## src/rtl/core/hsd_pkg.sv

```systemverilog
// Shared types and constants for the hall sequence detector.
// Used by hsd_count_ram, hall_sequence_detector_top and hsd_checker; no dependencies.
package hsd_pkg;

	// Field widths fixed by the interface.
	localparam int unsigned CMD_W    = 2;
	localparam int unsigned CODE_W   = 3;
	localparam int unsigned STEP_W   = 3;
	localparam int unsigned MIN_W    = 16;
	localparam int unsigned ADDR_W   = CODE_W + STEP_W;
	localparam int unsigned NUM_ADDR = 1 << ADDR_W;

	// Default counter width.
	localparam int unsigned COUNT_WIDTH_DEF = 16;

	// Register reset value and special codes.
	localparam logic [MIN_W-1:0]  MIN_SAMPLES_RST = 16'd15;
	localparam logic [STEP_W-1:0] STEP_LIMIT      = 3'd6;
	localparam logic [STEP_W-1:0] LAST_STEP       = 3'd5;
	localparam logic [STEP_W-1:0] FIRST_STEP      = 3'd0;
	localparam logic [CODE_W-1:0] LAST_CODE       = 3'd7;
	localparam logic [CODE_W-1:0] FIRST_CODE      = 3'd0;
	localparam logic [3:0]        INVALID_WANTED  = 4'd2;

	// Command codes.
	localparam logic [CMD_W-1:0] CMD_SAMPLE = 2'd0;
	localparam logic [CMD_W-1:0] CMD_READ   = 2'd1;
	localparam logic [CMD_W-1:0] CMD_CLEAR  = 2'd2;

	// Sequencer states.
	typedef enum logic [1:0] {
		ST_IDLE,
		ST_SAMPLE,
		ST_SCAN,
		ST_EMIT
	} state_t;

	// Control from the sequencer to the counter memory.
	typedef struct packed {
		logic              rd_en;
		logic [ADDR_W-1:0] rd_addr;
		logic              wr_en;
		logic [ADDR_W-1:0] wr_addr;
		logic              clear;
	} ram_ctrl_t;

endpackage

```

## src/rtl/core/hsd_count_ram.sv

```systemverilog
// Counter memory of the hall sequence detector: one port for writes, one registered read port.
// Per-entry valid bits make cleared entries read as zero. Depends on hsd_pkg.
module hsd_count_ram #(
	parameter int unsigned COUNT_WIDTH = hsd_pkg::COUNT_WIDTH_DEF
) (
	input  logic                   clk,
	input  logic                   arst_n,
	input  hsd_pkg::ram_ctrl_t     ctrl,
	input  logic [COUNT_WIDTH-1:0] wr_data,
	output logic [COUNT_WIDTH-1:0] rd_data
);

	logic [COUNT_WIDTH-1:0]       mem_q [hsd_pkg::NUM_ADDR];
	logic [hsd_pkg::NUM_ADDR-1:0] valid_q;
	logic [COUNT_WIDTH-1:0]       data_s1;
	logic                         hit_s1;

	// Storage array, no reset.
	always_ff @(posedge clk) begin
		if (ctrl.wr_en) begin
			mem_q[ctrl.wr_addr] <= wr_data;
		end
		if (ctrl.rd_en) begin
			data_s1 <= mem_q[ctrl.rd_addr];
		end
	end

	// Valid bits: reset and the clear command empty every entry at once.
	always_ff @(posedge clk or negedge arst_n) begin
		if (!arst_n) begin
			valid_q <= '0;
			hit_s1  <= 1'b0;
		end else begin
			if (ctrl.clear) begin
				valid_q <= '0;
			end else if (ctrl.wr_en) begin
				valid_q[ctrl.wr_addr] <= 1'b1;
			end
			if (ctrl.rd_en) begin
				hit_s1 <= valid_q[ctrl.rd_addr];
			end
		end
	end

	// An entry never written since the last clear reads as zero.
	assign rd_data = hit_s1 ? data_s1 : '0;

endmodule

```

## src/rtl/core/hall_sequence_detector_top.sv

```systemverilog
// Top level of the hall sequence detector: command sequencer, scan compare unit, result register.
// Depends on hsd_pkg and hsd_count_ram.
//
//  Channel   Handshake                           Payload
//  --------  ----------------------------------  ---------------------------------------
//  command   start, busy (accept: start && !busy)  cmd, sensor_code, drive_step
//  result    valid (no stall)                    hall_code, step_code, table_ok, last
//  config    min_samples_we                      min_samples
//
// A sample of steps zero to five is one memory read, then the saturating write-back.
// Clear, unused commands and samples of steps six or seven never raise busy.
// A read makes 48 counter reads through the single read port, one at a time
// into the shared compare unit, then gives 8 results.
// Reset clears the counters through their valid bits at once; no clearing pass is needed.
// The receiver cannot stall; the eight results come out in consecutive cycles.
module hall_sequence_detector_top #(
	parameter int unsigned COUNT_WIDTH = hsd_pkg::COUNT_WIDTH_DEF
) (
	input  logic                         clk,
	input  logic                         arst_n,
	input  logic                         start,
	output logic                         busy,
	input  logic [hsd_pkg::CMD_W-1:0]    cmd,
	input  logic [hsd_pkg::CODE_W-1:0]   sensor_code,
	input  logic [hsd_pkg::STEP_W-1:0]   drive_step,
	input  logic                         min_samples_we,
	input  logic [hsd_pkg::MIN_W-1:0]    min_samples,
	output logic                         valid,
	output logic [hsd_pkg::CODE_W-1:0]   hall_code,
	output logic [hsd_pkg::STEP_W-1:0]   step_code,
	output logic                         table_ok,
	output logic                         last
);

	localparam int unsigned CMP_W = (COUNT_WIDTH > hsd_pkg::MIN_W) ? COUNT_WIDTH : hsd_pkg::MIN_W;

	hsd_pkg::state_t state_q, state_d;
	hsd_pkg::ram_ctrl_t ram_ctrl;

	logic [hsd_pkg::MIN_W-1:0]  min_samples_q;
	logic [hsd_pkg::ADDR_W-1:0] sample_addr_q;
	logic [hsd_pkg::ADDR_W-1:0] issue_ptr_q;
	logic                       issue_done_q;
	logic                       rd_valid_s1;
	logic [hsd_pkg::ADDR_W-1:0] addr_s1;
	logic [COUNT_WIDTH-1:0]     best_q;
	logic [hsd_pkg::STEP_W-1:0] pick_q;
	logic [hsd_pkg::STEP_W-1:0] picks_q [8];
	logic [3:0]                 invalid_q;
	logic [5:0]                 seen_q;
	logic [hsd_pkg::CODE_W-1:0] emit_idx_q;

	logic                       accept;
	logic                       scan_issue;
	logic                       emit_fire;
	logic                       scan_last;
	logic [COUNT_WIDTH-1:0]     rd_data;
	logic [COUNT_WIDTH-1:0]     wr_data;
	logic [hsd_pkg::STEP_W-1:0] step_s1;
	logic [hsd_pkg::CODE_W-1:0] code_s1;
	logic [COUNT_WIDTH-1:0]     best_base;
	logic [hsd_pkg::STEP_W-1:0] pick_base;
	logic [CMP_W-1:0]           count_ext;
	logic [CMP_W-1:0]           best_ext;
	logic [CMP_W-1:0]           min_ext;
	logic                       take;
	logic [COUNT_WIDTH-1:0]     best_next;
	logic [hsd_pkg::STEP_W-1:0] pick_next;
	logic [5:0]                 pick_onehot;

	assign accept = start && !busy;

	// Counter memory.
	hsd_count_ram #(
		.COUNT_WIDTH(COUNT_WIDTH)
	) u_count_ram (
		.clk    (clk),
		.arst_n (arst_n),
		.ctrl   (ram_ctrl),
		.wr_data(wr_data),
		.rd_data(rd_data)
	);

	// Threshold register.
	always_ff @(posedge clk or negedge arst_n) begin
		if (!arst_n) begin
			min_samples_q <= hsd_pkg::MIN_SAMPLES_RST;
		end else if (min_samples_we) begin
			min_samples_q <= min_samples;
		end
	end

	// Address of the item in the compare stage.
	assign step_s1   = addr_s1[hsd_pkg::STEP_W-1:0];
	assign code_s1   = addr_s1[hsd_pkg::ADDR_W-1:hsd_pkg::STEP_W];
	assign scan_last = rd_valid_s1 && (step_s1 == hsd_pkg::LAST_STEP)
		&& (code_s1 == hsd_pkg::LAST_CODE);

	// Next state.
	always_comb begin
		state_d = state_q;
		unique case (state_q)
			hsd_pkg::ST_IDLE: begin
				if (accept && (cmd == hsd_pkg::CMD_SAMPLE) && (drive_step < hsd_pkg::STEP_LIMIT)) begin
					state_d = hsd_pkg::ST_SAMPLE;
				end else if (accept && (cmd == hsd_pkg::CMD_READ)) begin
					state_d = hsd_pkg::ST_SCAN;
				end
			end
			hsd_pkg::ST_SAMPLE: begin
				state_d = hsd_pkg::ST_IDLE;
			end
			hsd_pkg::ST_SCAN: begin
				if (scan_last) begin
					state_d = hsd_pkg::ST_EMIT;
				end
			end
			hsd_pkg::ST_EMIT: begin
				if (emit_idx_q == hsd_pkg::LAST_CODE) begin
					state_d = hsd_pkg::ST_IDLE;
				end
			end
			default: begin
				state_d = hsd_pkg::ST_IDLE;
			end
		endcase
	end

	// Sequencer outputs and memory control.
	always_comb begin
		busy             = 1'b1;
		scan_issue       = 1'b0;
		emit_fire        = 1'b0;
		ram_ctrl.rd_en   = 1'b0;
		ram_ctrl.rd_addr = {sensor_code, drive_step};
		ram_ctrl.wr_en   = 1'b0;
		ram_ctrl.wr_addr = sample_addr_q;
		ram_ctrl.clear   = 1'b0;
		unique case (state_q)
			hsd_pkg::ST_IDLE: begin
				busy           = 1'b0;
				ram_ctrl.rd_en = accept && (cmd == hsd_pkg::CMD_SAMPLE)
					&& (drive_step < hsd_pkg::STEP_LIMIT);
				ram_ctrl.clear = accept && (cmd == hsd_pkg::CMD_CLEAR);
			end
			hsd_pkg::ST_SAMPLE: begin
				ram_ctrl.wr_en = (rd_data != {COUNT_WIDTH{1'b1}});
			end
			hsd_pkg::ST_SCAN: begin
				scan_issue       = !issue_done_q;
				ram_ctrl.rd_en   = !issue_done_q;
				ram_ctrl.rd_addr = issue_ptr_q;
			end
			hsd_pkg::ST_EMIT: begin
				emit_fire = 1'b1;
			end
			default: begin
				busy = 1'b1;
			end
		endcase
	end

	// Saturating increment for the sample write-back.
	assign wr_data = rd_data + {{(COUNT_WIDTH-1){1'b0}}, 1'b1};

	// Shared compare unit: running maximum per code, first step wins a tie.
	assign best_base = (step_s1 == hsd_pkg::FIRST_STEP) ? '0 : best_q;
	assign pick_base = (step_s1 == hsd_pkg::FIRST_STEP) ? '0 : pick_q;
	assign count_ext = CMP_W'(rd_data);
	assign best_ext  = CMP_W'(best_base);
	assign min_ext   = CMP_W'(min_samples_q);
	assign take      = (count_ext > best_ext);
	assign best_next = take ? rd_data : best_base;
	assign pick_next = (take && (count_ext > min_ext)) ? (step_s1 + 3'd1) : pick_base;

	// Step seen by the finished code, as one bit per step.
	always_comb begin
		for (int i = 0; i < 6; i++) begin
			pick_onehot[i] = (pick_next == 3'(i + 1));
		end
	end

	// State register and scan control.
	always_ff @(posedge clk or negedge arst_n) begin
		if (!arst_n) begin
			state_q      <= hsd_pkg::ST_IDLE;
			issue_ptr_q  <= '0;
			issue_done_q <= 1'b0;
			rd_valid_s1  <= 1'b0;
			emit_idx_q   <= hsd_pkg::FIRST_CODE;
		end else begin
			state_q     <= state_d;
			rd_valid_s1 <= scan_issue;
			if (accept && (cmd == hsd_pkg::CMD_READ)) begin
				issue_ptr_q  <= '0;
				issue_done_q <= 1'b0;
			end else if (scan_issue) begin
				if (issue_ptr_q[hsd_pkg::STEP_W-1:0] == hsd_pkg::LAST_STEP) begin
					issue_ptr_q <= {issue_ptr_q[hsd_pkg::ADDR_W-1:hsd_pkg::STEP_W] + 3'd1,
						hsd_pkg::FIRST_STEP};
					if (issue_ptr_q[hsd_pkg::ADDR_W-1:hsd_pkg::STEP_W] == hsd_pkg::LAST_CODE) begin
						issue_done_q <= 1'b1;
					end
				end else begin
					issue_ptr_q <= issue_ptr_q + 6'd1;
				end
			end
			if (scan_last) begin
				emit_idx_q <= hsd_pkg::FIRST_CODE;
			end else if (emit_fire) begin
				emit_idx_q <= emit_idx_q + 3'd1;
			end
		end
	end

	// Sample address and compare stage datapath.
	always_ff @(posedge clk) begin
		if (ram_ctrl.rd_en && (state_q == hsd_pkg::ST_IDLE)) begin
			sample_addr_q <= {sensor_code, drive_step};
		end
		addr_s1 <= issue_ptr_q;
		if (rd_valid_s1) begin
			best_q <= best_next;
			pick_q <= pick_next;
			if (step_s1 == hsd_pkg::LAST_STEP) begin
				picks_q[code_s1] <= pick_next;
			end
		end
	end

	// Summary of the finished codes for the table check.
	always_ff @(posedge clk or negedge arst_n) begin
		if (!arst_n) begin
			invalid_q <= '0;
			seen_q    <= '0;
		end else if (accept && (cmd == hsd_pkg::CMD_READ)) begin
			invalid_q <= '0;
			seen_q    <= '0;
		end else if (rd_valid_s1 && (step_s1 == hsd_pkg::LAST_STEP)) begin
			if (pick_next == '0) begin
				invalid_q <= invalid_q + 4'd1;
			end
			seen_q <= seen_q | pick_onehot;
		end
	end

	// Result register: one transfer per cycle during the result phase.
	always_ff @(posedge clk or negedge arst_n) begin
		if (!arst_n) begin
			valid <= 1'b0;
		end else begin
			valid <= emit_fire;
		end
	end

	always_ff @(posedge clk) begin
		if (emit_fire) begin
			hall_code <= emit_idx_q;
			step_code <= picks_q[emit_idx_q];
			table_ok  <= (invalid_q == hsd_pkg::INVALID_WANTED) && (&seen_q);
			last      <= (emit_idx_q == hsd_pkg::LAST_CODE);
		end
	end

endmodule

```

## config.mk

```make
export PLATFORM = sky130hd
export DESIGN_NAME = hall_sequence_detector_top
export DESIGN_NICKNAME = d
export VERILOG_FILES = /design/src/rtl/core/hsd_pkg.sv /design/src/rtl/core/hsd_count_ram.sv /design/src/rtl/core/hall_sequence_detector_top.sv
export SDC_FILE = /design/constraint.sdc
export NUM_CORES = 2
export LEC_CHECK = 0
export BUFFER_PORTS_ARGS = -buffer_cell sky130_fd_sc_hd__clkbuf_2
export CAP_MARGIN = 10
export CORE_ASPECT_RATIO = 1.1
export CORE_MARGIN = 4
export CORE_UTILIZATION = 57
export CTS_CLUSTER_DIAMETER = 150
export DETAILED_ROUTE_END_ITERATION = 6
export PLACE_DENSITY = 0.75
export SLEW_MARGIN = 20
export SYNTH_ARGS = -nofsm -noshare
export SYNTH_HDL_FRONTEND = slang
export SYNTH_SLANG_ARGS = --single-unit
```

## constraint.sdc

```tcl
create_clock -name clk -period 5.4 [get_ports clk]
set_clock_uncertainty 0.2 [all_clocks]
set_input_delay 0.27 -clock clk [delete_from_list [all_inputs] [get_ports clk]]
set_output_delay 0.27 -clock clk [all_outputs]
set_load 0.05 [all_outputs]
```

==> impl_metrics.tcl <==
set metrics [dict create \
    port_buffers 37 \
    cts_max_path_buffers 3 \
    drtAntennaViolNets 0 \
    finalHoldViolations 0 \
    clockRootBuffer "clkbuf_16" \
    drt_first_pass_iters 7 \
    synthFlopType "edfxtp_1" \
    slew_viol_final 0 \
    cts_tree "yes" \
    core_area_sq_um 83750 \
    yosysWarnings 0 \
    synth_area_sq_um 48310 \
    initial_core_util_pct 57.69 \
    layout.nets 3135 \
    synthArstFlopShare_pct 8.692 \
    slew_headroom_pct 20.56 \
    antenna_found_initial 5 \
    p_per_area_nw_per_um2 329.3 \
    avgSynthCellArea_sq_um 16.73 \
    drive_gt1_share_pct 17.16 \
    cp_data_required_time_ns 5.58 \
    wl_per_cell_um 28.37 \
    grt_pass1_wl_um 181400 \
    setup_viol 0 \
    route.detailed.drc 2 \
    period_share_pct 81.55 \
    crit_fanout 14 \
    hold_class "input pin to flip-flop" \
    status "complete, but fails checks" \
    synth_edf_count 1097 \
    place_ws_ns 1.094 \
    holdBufCountCts 58 \
    cts.sinks 1208 \
    dp.cells 4022 \
    p_leak_uw 0.01656 \
    synth_fp_nets 2958 \
    ys_ff_latch 1208 \
    clk_pin_slew_ns 0.06 \
    violations "design-rule violations" \
    first_global_vias 27890 \
    die_w_um 285.6 \
    drt_wl_total_um 121900 \
    via_per_inst 6.490 \
    hpwlAfterDp_um 71250 \
    worstSetupPathType "flip-flop to flip-flop" \
    maxCapViolations 0 \
    syn-instance-count 2888 \
    crit_path_start_kind "flip-flop" \
    worst_pin_slew_ns 1.167 \
    fin_crit_ns 4.404 \
    gp_congestion 0.9188 \
    critPathArrivalTime_ns 4.58 \
    track_usage_pct 27.27 \
    ioPinCount 38 \
    ir_drop_mv 0.2542 \
    drtIter0Drc 3901 \
    fp.dieArea_sq_um 89490 \
    fin_ws_ns 0.9963 \
    row_count 111 \
    finalNonFillerCells 4295 \
    max_freq_mhz 227.1 \
    syn2layout_area_growth_pct 13.41 \
    fin_tns_setup_ns 0 \
    rsz0062_at_grt "false" \
    ys_types 65 \
    insertion_delay_ns 0.71 \
    synth_seq_area_share_pct 73.88 \
    postCtsResizedCells 0 \
    htree_levels 3 \
    cts_buffers 112 \
    end_kind "flip-flop" \
    grt_max_degree 84 \
    grt_overflow 0 \
    die_h_um 313.3 \
    cts_setup_buffers 0 \
    num_vias 27880 \
]
-- cell usage after synthesis (56+ instances only) --
| master | number | share of area [%] |
|---|---|---|
| nand2_1 | 398 | 3.1 |
| clkbuf_1 | 88 | 0.68 |
| mux2i_1 | 112 | 2.3 |
| dfrtp_1 | 101 | 5.2 |
| nor2_1 | 95 | 0.74 |
| o2111ai_1 | 66 | 1.2 |
| nand3_1 | 226 | 2.3 |
| buf_2 | 56 | 0.58 |
| o21a_1 | 68 | 1.1 |
| edfxtp_1 | 1097 | 68 |
| mux4_2 | 173 | 8.1 |
| a22oi_1 | 65 | 1.0 |
-- report_power, final --
| part | total (uW) | switching (uW) | internal (uW) | leakage, uW |
|---|---|---|---|---|
| Sequential | 10100 | 3.86 | 10100 | 0.00922 |
| Combinational | 110 | 57.5 | 52.7 | 0.00555 |
| Clock | 7870 | 3420 | 4440 | 0.00179 |
-- stage by stage --
stage               instance area (sq um)  power, uW  hold slack [ns]  util [%]
floorplan                           48330      10290          -0.2256         -
global placement                    50500      10330           0.1501     60.30
detailed placement                  50500      10330           0.1595     60.30
CTS                                 54760      18120         0.004153     65.39
global route                        54790      18530          0.09243     65.42
finish                              54790      18040          0.07192     65.43
-- cell type report --
cell class / count / area, sq um
Sequential cell: 1208 / 35690
Fill cell: 5347 / 28950
Inverter: 37 / 138.9
Clock inverter: 60 / 634.4
Timing Repair Buffer: 225 / 1924
Tap cell: 1130 / 1414
Multi-Input combinational cell: 1481 / 11950
Clock buffer: 153 / 3038
Antenna cell: 1 / 2.502
-- layout by cell type (no fill, tap or decap), types with 21 or more instances in the layout --
master and count:
edfxtp_1 1097, nand2_1 394, nand3_1 226, mux4_2 173
buf_4 118, clkbuf_16 113, mux2i_1 107, dfrtp_1 101
nor2_1 95, o21a_1 68, o2111ai_1 66, a22oi_1 65
dlygate4sd3_1 57, o21ai_0 41, ha_1 41, inv_1 37
clkbuf_2 36, clkbuf_1 34, a21oi_1 21, clkinv_2 21
-- cell families after synthesis --
family	synth area share, %
flip-flops	73.88
AND/OR/NAND/NOR	7.699
AO/OA/AOI/OAI	4.651
multiplexers	10.55
buffers and inverters	1.862
adder cells (fa/ha/maj)	1.088
XOR/XNOR	0.2719
-- registers in the layout, summed over array words and instances, names as in the netlist, 2 cells and up --
signal               flops
addr_s1                  6
best_q                  16
emit_idx_q               3
hall_code                3
invalid_q                4
issue_ptr_q              6
min_ext                 16
pick_q                   3
picks_q                 24
sample_addr_q            6
seen_q                   6
state_q                  2
step_code                3
u_count_ram.data_s1     16
u_count_ram.mem_q     1024
u_count_ram.valid_q     64
-- layer usage --
layer	part of all wire (%)	vias to the layer above	GRT usage (%)
li1	-	11680	-
met1	37	14150	37.09
met2	48	1752	44.00
met3	11	291	5.054
met4	4.7	2	11.66
met5	0.011	-	0
-- critical path: stages, from the launching register on --
cell,delay [ns]
dfxtp_1,0.44
inv_1,0.13
ha_1,0.21
nand2b_1,0.28
buf_4,0.26
nand2_1,0.09
ha_1,0.32
a21oi_1,0.17
a311oi_1,0.13
a211o_1,0.32
o31ai_2,0.50
nor2_1,0.12
buf_4,0.21
o21ai_0,0.68
-- final timing paths --
check	startpoint	end	slack, ns	cells past startpoint
setup / recovery	addr_s1[0]$_DFF_P_	picks_q[5][0]$_DFFE_PP_	1.0	13
hold / removal	min_samples_we	min_ext[0]$_DFFE_PN1P_	0.07	2
setup reg to reg	addr_s1[0]$_DFF_P_	picks_q[5][0]$_DFFE_PP_	1.0	13
hold reg to reg	u_count_ram.valid_q[55]$_DFFE_PN0P_	u_count_ram.valid_q[55]$_DFFE_PN0P_	0.29	1
max in group asynchronous	arst_n	min_ext[10]$_DFFE_PN0P_	3.55	4
min in group asynchronous	arst_n	u_count_ram.valid_q[26]$_DFFE_PN0P_	0.42	3
No activity file was read; power rests on OpenSTA's default activity.
